==> src/sv/pidaw_pkg.sv <==
// ----------------------------------------------------------------------------
// pidaw_pkg
// shared widths, register indexes, reset values and sequencer states of the
// fixed-point pid regulator with integral clamp
// ----------------------------------------------------------------------------
package pidaw_pkg;

  // field widths
  localparam int GainW    = 24;                 // q8.16 gains
  localparam int ValW     = 16;                 // q8.8 values
  localparam int DtW      = 16;                 // q4.12 seconds
  localparam int LimW     = 31;                 // integral bound
  localparam int AccW     = 32;                 // integral accumulator
  localparam int ErrW     = ValW + 1;           // setpoint minus measurement
  localparam int DiffW    = ErrW + 1;           // error change
  localparam int FracDt   = 12;                 // fraction bits of dt
  localparam int ErrProdW = ErrW + DtW + 1;     // err * dt, dt taken as signed
  localparam int DivNumW  = ErrW + FracDt;      // |diff| * 4096
  localparam int DerivW   = DivNumW + 1;        // signed derivative
  localparam int PropW    = ErrW + GainW;
  localparam int IntegW   = AccW + GainW;
  localparam int DervPW   = DerivW + GainW;
  localparam int SumW     = IntegW + 1;
  localparam int OutShift = 16;
  localparam int ResW     = SumW - OutShift;

  // configuration port
  localparam int CfgIdxW  = 3;
  localparam int CfgDataW = LimW;

  localparam logic [CfgIdxW-1:0] RegPropGain  = 3'd0;
  localparam logic [CfgIdxW-1:0] RegIntegGain = 3'd1;
  localparam logic [CfgIdxW-1:0] RegDerivGain = 3'd2;
  localparam logic [CfgIdxW-1:0] RegTarget    = 3'd3;
  localparam logic [CfgIdxW-1:0] RegFloor     = 3'd4;
  localparam logic [CfgIdxW-1:0] RegCeiling   = 3'd5;
  localparam logic [CfgIdxW-1:0] RegLimit     = 3'd6;

  // register reset values
  localparam logic signed [GainW-1:0] PropGainRst  = 24'sd327680;
  localparam logic signed [GainW-1:0] IntegGainRst = 24'sd6554;
  localparam logic signed [GainW-1:0] DerivGainRst = 24'sd65536;
  localparam logic signed [ValW-1:0]  TargetRst    = 16'sd6400;
  localparam logic signed [ValW-1:0]  FloorRst     = 16'sd0;
  localparam logic signed [ValW-1:0]  CeilingRst   = 16'sd25600;
  localparam logic [LimW-1:0]         LimitRst     = 31'd256000;

  // one second in q4.12, used for a zero time step
  localparam logic [DtW-1:0] DtOne = 16'd4096;

  // command codes carried in tuser
  localparam logic CmdStep  = 1'b0;
  localparam logic CmdClear = 1'b1;

  typedef enum logic [3:0] {
    StIdle,
    StLoad,
    StMulDiv,
    StAccum,
    StClamp,
    StGainGo,
    StGainWait,
    StSum1,
    StSum2,
    StSat,
    StOut
  } state_e;

endpackage

==> src/sv/pidaw_sermul.sv <==
// ----------------------------------------------------------------------------
// pidaw_sermul
// serial-parallel signed multiplier, one multiplier bit per cycle
// ----------------------------------------------------------------------------
module pidaw_sermul #(
  parameter int AW = 17,
  parameter int BW = 24
) (
  input  logic                    clk_i,
  input  logic                    rst_ni,
  input  logic                    start_i,
  input  logic signed [AW-1:0]    a_i,
  input  logic signed [BW-1:0]    b_i,
  output logic                    busy_o,
  output logic signed [AW+BW-1:0] prod_o
);

  localparam int CntW = $clog2(BW + 1);

  logic                   busy_q;
  logic [CntW-1:0]        cnt_q;
  logic signed [AW-1:0]   a_q;
  logic [BW-1:0]          b_q;
  logic signed [AW:0]     p_q;
  logic [BW-1:0]          lo_q;
  logic                   last;
  logic signed [AW+1:0]   addend;
  logic signed [AW+1:0]   sum;

  // the top multiplier bit has negative weight
  always_comb begin
    last = (cnt_q == CntW'(BW - 1));
    if (!b_q[0]) begin
      addend = '0;
    end else if (last) begin
      addend = -(AW + 2)'(a_q);
    end else begin
      addend = (AW + 2)'(a_q);
    end
    sum = (AW + 2)'(p_q) + addend;
  end

  always_ff @(posedge clk_i or negedge rst_ni) begin
    if (!rst_ni) begin
      busy_q <= 1'b0;
      cnt_q  <= '0;
    end else if (start_i) begin
      busy_q <= 1'b1;
      cnt_q  <= '0;
    end else if (busy_q) begin
      cnt_q <= cnt_q + 1'b1;
      if (last) begin
        busy_q <= 1'b0;
      end
    end
  end

  always_ff @(posedge clk_i) begin
    if (start_i) begin
      a_q  <= a_i;
      b_q  <= b_i;
      p_q  <= '0;
      lo_q <= '0;
    end else if (busy_q) begin
      p_q  <= sum[AW+1:1];
      lo_q <= {sum[0], lo_q[BW-1:1]};
      b_q  <= {1'b0, b_q[BW-1:1]};
    end
  end

  assign busy_o = busy_q;
  assign prod_o = {p_q[AW-1:0], lo_q};

endmodule

==> src/sv/pidaw_serdiv.sv <==
// ----------------------------------------------------------------------------
// pidaw_serdiv
// restoring unsigned divider, one quotient bit per cycle
// ----------------------------------------------------------------------------
module pidaw_serdiv #(
  parameter int NW = 29,
  parameter int DW = 16
) (
  input  logic          clk_i,
  input  logic          rst_ni,
  input  logic          start_i,
  input  logic [NW-1:0] num_i,
  input  logic [DW-1:0] den_i,
  output logic          busy_o,
  output logic [NW-1:0] quo_o
);

  localparam int CntW = $clog2(NW + 1);

  logic            busy_q;
  logic [CntW-1:0] cnt_q;
  logic [DW-1:0]   d_q;
  logic [DW-1:0]   r_q;
  logic [NW-1:0]   q_q;
  logic            last;
  logic [DW:0]     trial;
  logic            fits;
  logic [DW:0]     rem;

  // numerator bits shift out at the top, quotient bits shift in at the bottom
  always_comb begin
    last  = (cnt_q == CntW'(NW - 1));
    trial = {r_q, q_q[NW-1]};
    fits  = (trial >= {1'b0, d_q});
    rem   = fits ? (trial - {1'b0, d_q}) : trial;
  end

  always_ff @(posedge clk_i or negedge rst_ni) begin
    if (!rst_ni) begin
      busy_q <= 1'b0;
      cnt_q  <= '0;
    end else if (start_i) begin
      busy_q <= 1'b1;
      cnt_q  <= '0;
    end else if (busy_q) begin
      cnt_q <= cnt_q + 1'b1;
      if (last) begin
        busy_q <= 1'b0;
      end
    end
  end

  always_ff @(posedge clk_i) begin
    if (start_i) begin
      d_q <= den_i;
      r_q <= '0;
      q_q <= num_i;
    end else if (busy_q) begin
      r_q <= rem[DW-1:0];
      q_q <= {q_q[NW-2:0], fits};
    end
  end

  assign busy_o = busy_q;
  assign quo_o  = q_q;

endmodule

==> src/sv/pid_controller_antiwindup.sv <==
// ----------------------------------------------------------------------------
// pid_controller_antiwindup
// fixed-point pid regulator with a symmetric clamp on the integral
// ----------------------------------------------------------------------------
// channel | dir | transaction contents
// s_axis  | in  | tdata: measured_value [15:0], time_step [31:16]; tuser: command
// m_axis  | out | tdata: drive_value [15:0]
// cfg     | in  | cfg_we_i, cfg_idx_i, cfg_data_i; one register per write, no read
//
// a control step runs the 29 bit restoring divide for the derivative with the
// err*dt multiply alongside, then the integral update and clamp, then the
// three 24 bit gain multiplies in parallel, then the two sums and the output
// saturation
// a clear command skips the arithmetic and goes straight to the output
// one step is in flight at a time; the result sits in an output register, so
// a stalled m_axis only holds the block once the next result is ready
// reset clears the integral and the previous error at once, no clearing pass
// ----------------------------------------------------------------------------
module pid_controller_antiwindup (
  input  logic                            clk_i,
  input  logic                            rst_ni,
  // input stream
  input  logic                            s_axis_tvalid,
  output logic                            s_axis_tready,
  input  logic [31:0]                     s_axis_tdata,  // measured_value, time_step
  input  logic                            s_axis_tuser,  // command
  // output stream
  output logic                            m_axis_tvalid,
  input  logic                            m_axis_tready,
  output logic [15:0]                     m_axis_tdata,  // drive_value
  // configuration writes
  input  logic                            cfg_we_i,
  input  logic [pidaw_pkg::CfgIdxW-1:0]   cfg_idx_i,
  input  logic [pidaw_pkg::CfgDataW-1:0]  cfg_data_i
);

  import pidaw_pkg::*;

  // configuration registers
  logic signed [GainW-1:0] prop_gain_q;
  logic signed [GainW-1:0] integ_gain_q;
  logic signed [GainW-1:0] deriv_gain_q;
  logic signed [ValW-1:0]  target_q;
  logic signed [ValW-1:0]  floor_q;
  logic signed [ValW-1:0]  ceil_q;
  logic [LimW-1:0]         limit_q;

  // sequencer
  state_e state_q, state_d;
  logic   in_take;
  logic   start_ed;     // err*dt multiply and derivative divide
  logic   start_g;      // gain multiplies
  logic   out_load;

  // captured transaction
  logic                    cmd_q;
  logic signed [ValW-1:0]  meas_q;
  logic [DtW-1:0]          dt_q;

  // controller state and working registers
  logic signed [AccW-1:0]  acc_q;
  logic signed [ErrW-1:0]  last_err_q;
  logic signed [ErrW-1:0]  err_q;
  logic                    diff_neg_q;
  logic signed [AccW:0]    acc_sum_q;
  logic signed [SumW-1:0]  sum_q;
  logic signed [ValW-1:0]  res_q;

  // output register
  logic                    out_valid_q, out_valid_d;
  logic [ValW-1:0]         out_data_q;

  // load-step arithmetic
  logic signed [ErrW-1:0]  err_c;
  logic signed [DiffW-1:0] diff_c;
  logic [DiffW-1:0]        diff_mag_c;
  logic [DivNumW-1:0]      num_c;
  logic [DtW-1:0]          dtn_c;

  // unit results
  logic                       emul_busy, div_busy;
  logic                       pmul_busy, imul_busy, dmul_busy;
  logic signed [ErrProdW-1:0] eprod;
  logic [DivNumW-1:0]         quo;
  logic [DerivW-1:0]          quo_ext;
  logic signed [DerivW-1:0]   deriv_c;
  logic signed [PropW-1:0]    pprod;
  logic signed [IntegW-1:0]   iprod;
  logic signed [DervPW-1:0]   dprod;

  // clamp and saturation
  logic signed [AccW:0]    lim_pos, lim_neg;
  logic signed [ResW-1:0]  res_c, res_hi_c, floor_ext, ceil_ext;

  // --------------------------------------------------------------------------
  // configuration, unknown indexes are dropped
  // --------------------------------------------------------------------------
  always_ff @(posedge clk_i or negedge rst_ni) begin
    if (!rst_ni) begin
      prop_gain_q  <= PropGainRst;
      integ_gain_q <= IntegGainRst;
      deriv_gain_q <= DerivGainRst;
      target_q     <= TargetRst;
      floor_q      <= FloorRst;
      ceil_q       <= CeilingRst;
      limit_q      <= LimitRst;
    end else if (cfg_we_i) begin
      case (cfg_idx_i)
        RegPropGain:  prop_gain_q  <= cfg_data_i[GainW-1:0];
        RegIntegGain: integ_gain_q <= cfg_data_i[GainW-1:0];
        RegDerivGain: deriv_gain_q <= cfg_data_i[GainW-1:0];
        RegTarget:    target_q     <= cfg_data_i[ValW-1:0];
        RegFloor:     floor_q      <= cfg_data_i[ValW-1:0];
        RegCeiling:   ceil_q       <= cfg_data_i[ValW-1:0];
        RegLimit:     limit_q      <= cfg_data_i[LimW-1:0];
        default:      ;
      endcase
    end
  end

  // --------------------------------------------------------------------------
  // sequencer
  // --------------------------------------------------------------------------
  always_ff @(posedge clk_i or negedge rst_ni) begin
    if (!rst_ni) begin
      state_q <= StIdle;
    end else begin
      state_q <= state_d;
    end
  end

  always_comb begin
    state_d       = state_q;
    s_axis_tready = 1'b0;
    start_ed      = 1'b0;
    start_g       = 1'b0;
    out_load      = 1'b0;
    case (state_q)
      StIdle: begin
        s_axis_tready = 1'b1;
        if (s_axis_tvalid) begin
          state_d = StLoad;
        end
      end
      StLoad: begin
        if (cmd_q == CmdClear) begin
          state_d = StOut;
        end else begin
          start_ed = 1'b1;
          state_d  = StMulDiv;
        end
      end
      StMulDiv: begin
        if (!emul_busy && !div_busy) begin
          state_d = StAccum;
        end
      end
      StAccum: state_d = StClamp;
      StClamp: state_d = StGainGo;
      StGainGo: begin
        start_g = 1'b1;
        state_d = StGainWait;
      end
      StGainWait: begin
        if (!pmul_busy && !imul_busy && !dmul_busy) begin
          state_d = StSum1;
        end
      end
      StSum1: state_d = StSum2;
      StSum2: state_d = StSat;
      StSat:  state_d = StOut;
      StOut: begin
        // wait for the previous result to leave the output register
        if (!out_valid_q || m_axis_tready) begin
          out_load = 1'b1;
          state_d  = StIdle;
        end
      end
      default: state_d = StIdle;
    endcase
  end

  assign in_take = s_axis_tvalid && s_axis_tready;

  // --------------------------------------------------------------------------
  // load step: error, error change, derivative numerator, effective dt
  // --------------------------------------------------------------------------
  always_comb begin
    err_c      = ErrW'(target_q) - ErrW'(meas_q);
    diff_c     = DiffW'(err_c) - DiffW'(last_err_q);
    diff_mag_c = diff_c[DiffW-1] ? (DiffW'(0) - diff_c) : diff_c;
    num_c      = {diff_mag_c[ErrW-1:0], {FracDt{1'b0}}};
    dtn_c      = (dt_q == '0) ? DtOne : dt_q;
  end

  // err * dt, dt enters as a non-negative signed value
  pidaw_sermul #(
    .AW (ErrW),
    .BW (DtW + 1)
  ) u_emul (
    .clk_i   (clk_i),
    .rst_ni  (rst_ni),
    .start_i (start_ed),
    .a_i     (err_c),
    .b_i     ({1'b0, dtn_c}),
    .busy_o  (emul_busy),
    .prod_o  (eprod)
  );

  // |diff| * 4096 / dt, the sign goes back on afterwards (truncation toward zero)
  pidaw_serdiv #(
    .NW (DivNumW),
    .DW (DtW)
  ) u_div (
    .clk_i   (clk_i),
    .rst_ni  (rst_ni),
    .start_i (start_ed),
    .num_i   (num_c),
    .den_i   (dtn_c),
    .busy_o  (div_busy),
    .quo_o   (quo)
  );

  always_comb begin
    quo_ext = {1'b0, quo};
    deriv_c = diff_neg_q ? (DerivW'(0) - quo_ext) : quo_ext;
  end

  // --------------------------------------------------------------------------
  // gain products, all three start together and run in parallel
  // --------------------------------------------------------------------------
  pidaw_sermul #(
    .AW (ErrW),
    .BW (GainW)
  ) u_pmul (
    .clk_i   (clk_i),
    .rst_ni  (rst_ni),
    .start_i (start_g),
    .a_i     (err_q),
    .b_i     (prop_gain_q),
    .busy_o  (pmul_busy),
    .prod_o  (pprod)
  );

  pidaw_sermul #(
    .AW (AccW),
    .BW (GainW)
  ) u_imul (
    .clk_i   (clk_i),
    .rst_ni  (rst_ni),
    .start_i (start_g),
    .a_i     (acc_q),
    .b_i     (integ_gain_q),
    .busy_o  (imul_busy),
    .prod_o  (iprod)
  );

  pidaw_sermul #(
    .AW (DerivW),
    .BW (GainW)
  ) u_dmul (
    .clk_i   (clk_i),
    .rst_ni  (rst_ni),
    .start_i (start_g),
    .a_i     (deriv_c),
    .b_i     (deriv_gain_q),
    .busy_o  (dmul_busy),
    .prod_o  (dprod)
  );

  // --------------------------------------------------------------------------
  // integral clamp and output saturation (ceiling first, then floor)
  // --------------------------------------------------------------------------
  always_comb begin
    lim_pos   = (AccW + 1)'(limit_q);
    lim_neg   = (AccW + 1)'(0) - lim_pos;
    res_c     = $signed(sum_q[SumW-1:OutShift]);
    ceil_ext  = ResW'(ceil_q);
    floor_ext = ResW'(floor_q);
    res_hi_c  = (res_c > ceil_ext) ? ceil_ext : res_c;
  end

  // --------------------------------------------------------------------------
  // datapath registers
  // --------------------------------------------------------------------------
  always_ff @(posedge clk_i or negedge rst_ni) begin
    if (!rst_ni) begin
      acc_q      <= '0;
      last_err_q <= '0;
    end else if (state_q == StLoad) begin
      if (cmd_q == CmdClear) begin
        acc_q      <= '0;
        last_err_q <= '0;
      end else begin
        last_err_q <= err_c;
      end
    end else if (state_q == StClamp) begin
      if (acc_sum_q > lim_pos) begin
        acc_q <= lim_pos[AccW-1:0];
      end else if (acc_sum_q < lim_neg) begin
        acc_q <= lim_neg[AccW-1:0];
      end else begin
        acc_q <= acc_sum_q[AccW-1:0];
      end
    end
  end

  always_ff @(posedge clk_i) begin
    if (in_take) begin
      cmd_q  <= s_axis_tuser;
      meas_q <= s_axis_tdata[ValW-1:0];
      dt_q   <= s_axis_tdata[ValW+DtW-1:ValW];
    end
    case (state_q)
      StLoad: begin
        err_q      <= err_c;
        diff_neg_q <= diff_c[DiffW-1];
        res_q      <= '0;    // result of a clear
      end
      StAccum: begin
        // arithmetic shift of err*dt back to q.8
        acc_sum_q <= (AccW + 1)'(acc_q) + (AccW + 1)'($signed(eprod[ErrProdW-1:FracDt]));
      end
      StSum1: sum_q <= SumW'(iprod) + SumW'(pprod);
      StSum2: sum_q <= sum_q + SumW'(dprod);
      StSat: begin
        res_q <= (res_hi_c < floor_ext) ? floor_q : res_hi_c[ValW-1:0];
      end
      default: ;
    endcase
  end

  // --------------------------------------------------------------------------
  // output register
  // --------------------------------------------------------------------------
  always_comb begin
    out_valid_d = out_valid_q;
    if (m_axis_tready) begin
      out_valid_d = 1'b0;
    end
    if (out_load) begin
      out_valid_d = 1'b1;
    end
  end

  always_ff @(posedge clk_i or negedge rst_ni) begin
    if (!rst_ni) begin
      out_valid_q <= 1'b0;
    end else begin
      out_valid_q <= out_valid_d;
    end
  end

  always_ff @(posedge clk_i) begin
    if (out_load) begin
      out_data_q <= res_q;
    end
  end

  assign m_axis_tvalid = out_valid_q;
  assign m_axis_tdata  = out_data_q;

endmodule

==> config.mk <==
export PLATFORM = sky130hd
export DESIGN_NAME = pid_controller_antiwindup
export DESIGN_NICKNAME = d
export VERILOG_FILES = /design/src/sv/pidaw_pkg.sv /design/src/sv/pidaw_sermul.sv /design/src/sv/pidaw_serdiv.sv /design/src/sv/pid_controller_antiwindup.sv
export SDC_FILE = /design/constraint.sdc
export NUM_CORES = 2
export LEC_CHECK = 0
export BUFFER_PORTS_ARGS = -buffer_cell sky130_fd_sc_hd__buf_2
export CORE_MARGIN = 5
export CORE_UTILIZATION = 45
export DETAILED_ROUTE_END_ITERATION = 8
export GPL_ROUTABILITY_DRIVEN = 0
export PLACE_DENSITY = 0.58
export SYNTH_ARGS = -nofsm -noshare
export SYNTH_HDL_FRONTEND = slang
export SYNTH_SLANG_ARGS = --single-unit
==> constraint.sdc <==
create_clock -name clk_i -period 7.72 [get_ports clk_i]
set_input_delay 0.772 -clock clk_i [delete_from_list [all_inputs] [get_ports clk_i]]
set_output_delay 0.772 -clock clk_i [all_outputs]
set_load 0.05 [all_outputs]
# Word level (Yosys, flattened, before mapping)
# Index checks and enable logic that the tools add are counted.
[classes]
eq_ne = 26
add_sub_neg = 22
magnitude_cmp = 5
muxes = 71
reduce_logical = 32
[ops]
columns = ["op", "count"]
rows = [
  ["32-bit two-way mux", 7],
  ["24-bit two-way mux", 6],
  ["57-bit case mux with 2 select lines", 1],
  ["29-bit two-way mux", 3],
  ["16-bit two-way mux", 5],
  ["19-bit two-way mux", 4],
  ["34-bit two-way mux", 2],
  ["56-bit by 41-bit adder with 57-bit output", 1],
  ["57-bit by 54-bit adder with 57-bit output", 1],
  ["5-bit two-way mux", 10],
  ["4-bit case mux with 11 select lines", 1],
  ["41-bit by 16-bit greater-than comparator with 1-bit output", 1],
  ["41-bit by 16-bit < comparator with 1-bit output", 1],
  ["41-bit two-way mux", 1],
  ["18-bit by 19-bit adder with 19-bit output", 2],
  ["17-bit negator with 19-bit output", 2],
  ["33-bit by 34-bit adder with 34-bit output", 1],
  ["17-bit two-way mux", 2],
  ["32-bit negator with 34-bit output", 1],
  ["32-bit by 22-bit adder with 33-bit output", 1],
  ["33-bit by 32-bit greater-than comparator with 1-bit output", 1],
  ["33-bit by 32-bit < comparator with 1-bit output", 1],
  ["31-bit by 32-bit adder with 32-bit output", 1],
  ["30-bit negator with 32-bit output", 1],
  ["29 further kinds", 99],
]
[word_totals]
out_inout_bits = 18
word_cells = 207
regBits = 842

# Logic depth before layout (Yosys ltp)
[logic_depth]
ltp_word = 6
mapped_depth = 28
ltp_nobuf = 24

# Hierarchy
# From an unflattened synthesis, not the netlist that was laid out.
[hier_totals]
hier_cells = 5610
area_unflattened_um2 = 55585.8
[modules_own_cells]
columns = ["mod", "instances", "cells_each", "area_each_um2", "seq_area_each_um2"]
rows = [
  ["pid_controller_antiwindup", 1, 3023, 28945.3, 10352.4],
  ["pidaw_sermul at u_imul", 1, 713, 7030.5, 2972.9],
  ["pidaw_sermul at u_dmul", 1, 677, 6774.0, 2872.8],
  ["pidaw_sermul at u_pmul", 1, 466, 4904.7, 2222.1],
  ["pidaw_sermul at u_emul", 1, 426, 4347.9, 1871.8],
  ["pidaw_serdiv", 1, 305, 3583.4, 1821.7],
]

# Worst setup path before layout
# OpenSTA, ideal clock, no wires.
[synth_timing]
path_kind = "register to register"
startpoint = "register ceil_q[15]"
endpoint = "register res_q[10], data pin"
period_less_slack_ns = 6.182
t_required_ns = 7.544
arrival_time_ns = 6.006
n_path_buf = 4
path_stages_with_launch = 29
slack_ns = 1.538
path_cell_list = "dfrtp_1 -> inv_1 -> ha_1 -> a21o_1 -> a21o_1 -> a21oi_1 -> o21ai_0 -> a221oi_1 -> a21oi_1 -> or3_1 -> nand2_1 -> buf_1 -> clkbuf_1 -> nand2_1 -> nand2_1 -> ha_1 -> a21o_1 -> a21o_1 -> a21o_1 -> a21o_1 -> a21oi_1 -> o21ai_0 -> a311o_1 -> a2111oi_1 -> and3_1 -> buf_2 -> buf_4 -> nor3_1 -> nor4_1"
[synth_between]
elab_chain_cells = 5
[synth_lines]
columns = ["element", "line", "text"]
rows = [
  ["start, declared", "pid_controller_antiwindup.sv:45", "logic signed [ValW-1:0] ceil_q;"],
  ["start signal, assigned", "pid_controller_antiwindup.sv:105", "ceil_q <= CeilingRst;"],
  ["start signal, assigned", "pid_controller_antiwindup.sv:114", "RegCeiling: ceil_q <= cfg_data_i[ValW-1:0];"],
  ["41-bit by 16-bit greater-than comparator with 1-bit output", "pid_controller_antiwindup.sv:280", "res_hi_c = (res_c > ceil_ext) ? ceil_ext : res_c;"],
  ["41-bit two-way mux (*)", "pid_controller_antiwindup.sv:280", ""],
  ["41-bit by 16-bit < comparator with 1-bit output", "pid_controller_antiwindup.sv:327", "res_q <= (res_hi_c < floor_ext) ? floor_q : res_hi_c[ValW-1:0];"],
  ["16-bit two-way mux (*)", "pid_controller_antiwindup.sv:327", ""],
  ["16-bit case mux with 2 select lines (*)", "pid_controller_antiwindup.sv:314", "case (state_q)"],
  ["end signal, assigned", "pid_controller_antiwindup.sv:327", ""],
  ["end, declared", "pid_controller_antiwindup.sv:67", "logic signed [ValW-1:0] res_q;"],
]
# Every way passes the cells marked *; elsewhere a longest branch is shown, timed or not.
# A chain may end at the register's enable or synchronous reset.

# Worst setup path after layout
# Same ends and word-level chain as after synthesis.

==> out/results.ini <==
[flow_run]
cap_viol_max_count=0

[cts]
htreeDepth=3
numCtsBuffers=97
cts_resized=0
cts_root_buffer=clkbuf_16
cts_post_setup_buffers_inserted=0
cts.sinks=830
clockBufferDepth=3
clkSlewWorstSetupHoldPaths_ns=0.06
clk_latency_ns=0.72
cts_tree=built
hold_buffers=0

[critical_path]
crit_start=ceil_q[15]
rrSetupSlack_ns=0.85
required_ns=8.14
arrival_ns=7.29
crit_end=res_q[10]
end_kind=flop
crit_type=flop to flop
worst-path-max-fanout=16
rr_startpoint=ceil_q[15]
ff2ff_path_depth=26
cp-start-kind=flop
r2r-end=res_q[10]

[finish]
fin_area_um2=58200
fin_nets=6077
drive_gt1_share_pct=9.56
area_growth_syn_to_layout_pct=10.3

[sta]
setup_slack_ns=0.852
max_freq_mhz=146
fin_tns_setup_ns=0
maxSlewHeadroom_pct=20.0
timing.final.hold_violations=0
finalCritPeriodShare_pct=89.0
worstMarginPinSlew_ns=1.20
rsz0062_at_grt=no
drv_slew=0
fin_crit_ns=6.87
setup_viol=0
finalClockSkew_ns=0.0766

[logic_synthesis]
ys_ff_latch=830
synth_area_leader_cell=edfxtp_1
synth.distinct_cells=92
synth_most_common_cell=nand2_1
yosysSeqAreaShare_pct=41.2
async_flop_share_pct=28.3
syn_inst=5528
synth_area_leaders=edfxtp_1, ha_1, dfrtp_1
synthTopCellsByCount=nand2_1, ha_1, nor2_1
syn_avg_cell_area_um2=9.55
syn-num-nets=6061
syn_area_um2=52800
ys_warn_count=0
yosys.area.top_type_share_pct=22.2
synthFlopType=edfxtp_1
synth_edf_count=390

[placement]
port_buffers=89
dp_hpwl_um=103000
placed_area_um2=54800
dp_worst_setup_slack_ns=0.910

[pwr]
pwr-share-comb_pct=54.0
p_sw_w=0.0127
p_leak_nw=25.6
seqPwrFrac_pct=29.1
vdd_drop_max_mv=0.245
power_density_nw_per_um2=501
cell_internal_pwr_w=0.0164
switching_share_pct=43.7
p_clk_share_pct=16.9

[die]
initial_core_util_pct=45.4
die-area_um2=124000
rows=125
core_region_area_um2=116000
chipWidth_um=352
die_h_um=352
ioPinCount=90

[global_route]
grt_overflow=0
antenna_found_initial=10
grt_use_met2_pct=34.5
use_met3_pct=3.43
grt.busiest_layer=met2
grt_use_total_pct=22.1
use_met1_pct=30.9
grt_max_degree=150
grt_pass1_vias=38800
grt_pass1_wl_um=221000

[route]
wl_um=141000
postRouteAntennaNets=0
wl_per_cell_um=19.7
drt_first_pass_iters=6
via_count=40500
via_per_inst=5.66
first_iter_violations=2918
route.detailed.drc=0

[min_path]
hold_path_class=primary input to async pin

[run_status]
status=finished clean

==> cells by family (layout without fill, tap and decap cells) <==
group / Yosys count / after routing / share of synthesized area (%)
compound gates: 1328 / 1328 / 16.0
xor+xnor: 391 / 391 / 6.49
fa+ha+maj: 461 / 461 / 11.1
buf+inv: 468 / 569 / 3.35
flops: 830 / 830 / 41.2
mux: 336 / 336 / 6.74
other cells: 0 / 1 / 0
simple gates: 1714 / 1714 / 15.2
==> critical path, cell delays in order, from the launching register on <==
cell and delay (ns):
dfrtp_1 0.41, inv_1 0.41, buf_4 0.31, ha_1 0.28, a21o_1 0.19, a21o_1 0.17
a21oi_1 0.18, o21ai_0 0.13, o31ai_1 0.20, a21oi_1 0.10, or3_1 0.47, and2_1 0.19
nand2_1 0.15, buf_4 0.19, nand2_1 0.06, ha_1 0.29, a21o_1 0.19, a21o_1 0.18
a21o_1 0.17, a21o_1 0.17, a21oi_1 0.12, o21ai_0 0.08, a311o_1 0.45, a2111oi_1 0.48
nand3_1 0.59, a21oi_1 0.35, nor4_1 0.06
==> metal layers <==
layer,vias to the layer above,routed length [um]
met3,241,7300
met4,0,6320
li1,20000,-
met5,-,0
met2,886,61200
met1,19300,65900
==> layout make-up <==
| class | instances | area [um^2] |
|---|---|---|
| tap | 1524 | 1910 |
| inverter | 250 | 948 |
| clock buffer | 128 | 2730 |
| clock inverter | 56 | 718 |
| sequential | 830 | 21700 |
| fill | 10900 | 58100 |
| antenna | 1 | 2.50 |
| timing repair buffer | 135 | 826 |
| multi-input combinational | 4230 | 29300 |
==> metrics by stage <==
stage / total power, W / cells / hold WS (ns) / utilization, %
6_report: 0.0291 / 7154 / 0.0515 / 50.0
5_1_grt: 0.0316 / 7153 / 0.0726 / 50.0
4_1_cts: 0.0293 / 7153 / 0.0574 / 50.0
3_5_place_dp: 0.0242 / 6969 / 0.405 / 47.1
3_3_place_gp: 0.0240 / 6969 / 0.401 / 47.1
2_1_floorplan: 0.0200 / 5528 / 0.400 / -
==> flip-flops by register name, indices dropped and copies added (netlist names), 24 cells and up <==
| signal | flops |
|---|---|
| sum_q | 57 |
| acc_sum_q | 33 |
| u_imul.p_q | 33 |
| acc_q | 32 |
| u_imul.a_q | 32 |
| limit_q | 31 |
| u_dmul.p_q | 31 |
| u_dmul.a_q | 30 |
| u_div.quo_o | 29 |
| deriv_gain_q | 24 |
| integ_gain_q | 24 |
| prop_gain_q | 24 |
| u_dmul.b_q | 24 |
| u_dmul.lo_q | 24 |
| u_imul.b_q | 24 |
| u_imul.lo_q | 24 |
| u_pmul.b_q | 24 |
| u_pmul.lo_q | 24 |
==> cells in the final DEF (no fill, tap or decap), drive strengths merged, types with 31 or more instances in the layout <==
master  netlist  layout
xnor2       260     260
a22oi        32      32
nand4        71      71
o21a         65      65
nor2b        55      55
nor2        447     447
o21bai       40      40
or3          53      53
nand2b       53      53
nand2       582     582
o21ai       309     309
a21boi       36      36
a21o        167     167
clkbuf      190     128
inv         249     257
and3         37      37
dfxtp       205     205
a21oi       374     374
clkinv        1      31
a211oi       52      52
xor2        131     131
o31ai        52      52
buf          28     135
a31oi        44      44
edfxtp      390     390
nand3        96      96
dfrtp       213     213
ha          451     451
nor4         36      36
mux2        155     155
nor3        114     114
and2         89      89
mux2i       181     181
==> power by group through the flow <==
stage          clock [W]  sequential (W)  combinational, W
3_5_place_dp           0         0.00856            0.0156
5_1_grt          0.00521         0.00868            0.0177
2_1_floorplan          0         0.00772            0.0123
4_1_cts          0.00504         0.00849            0.0158
3_3_place_gp           0         0.00853            0.0154
6_report         0.00492         0.00848            0.0157
==> how the worst min path moves through the flow <==
stage | startpoint | endpoint | cells past startpoint
2_1_floorplan | res_q[0] | m_axis_tdata[0] | 0
3_3_place_gp | err_q[13] | u_pmul.a_q[13] | 0
3_5_place_dp | err_q[4] | u_pmul.a_q[4] | 0
4_1_cts | rst_ni | deriv_gain_q[17] | 1
5_1_grt | rst_ni | prop_gain_q[19] | 1
6_report | rst_ni | deriv_gain_q[18] | 1
Power figures use the tool's default switching activity.
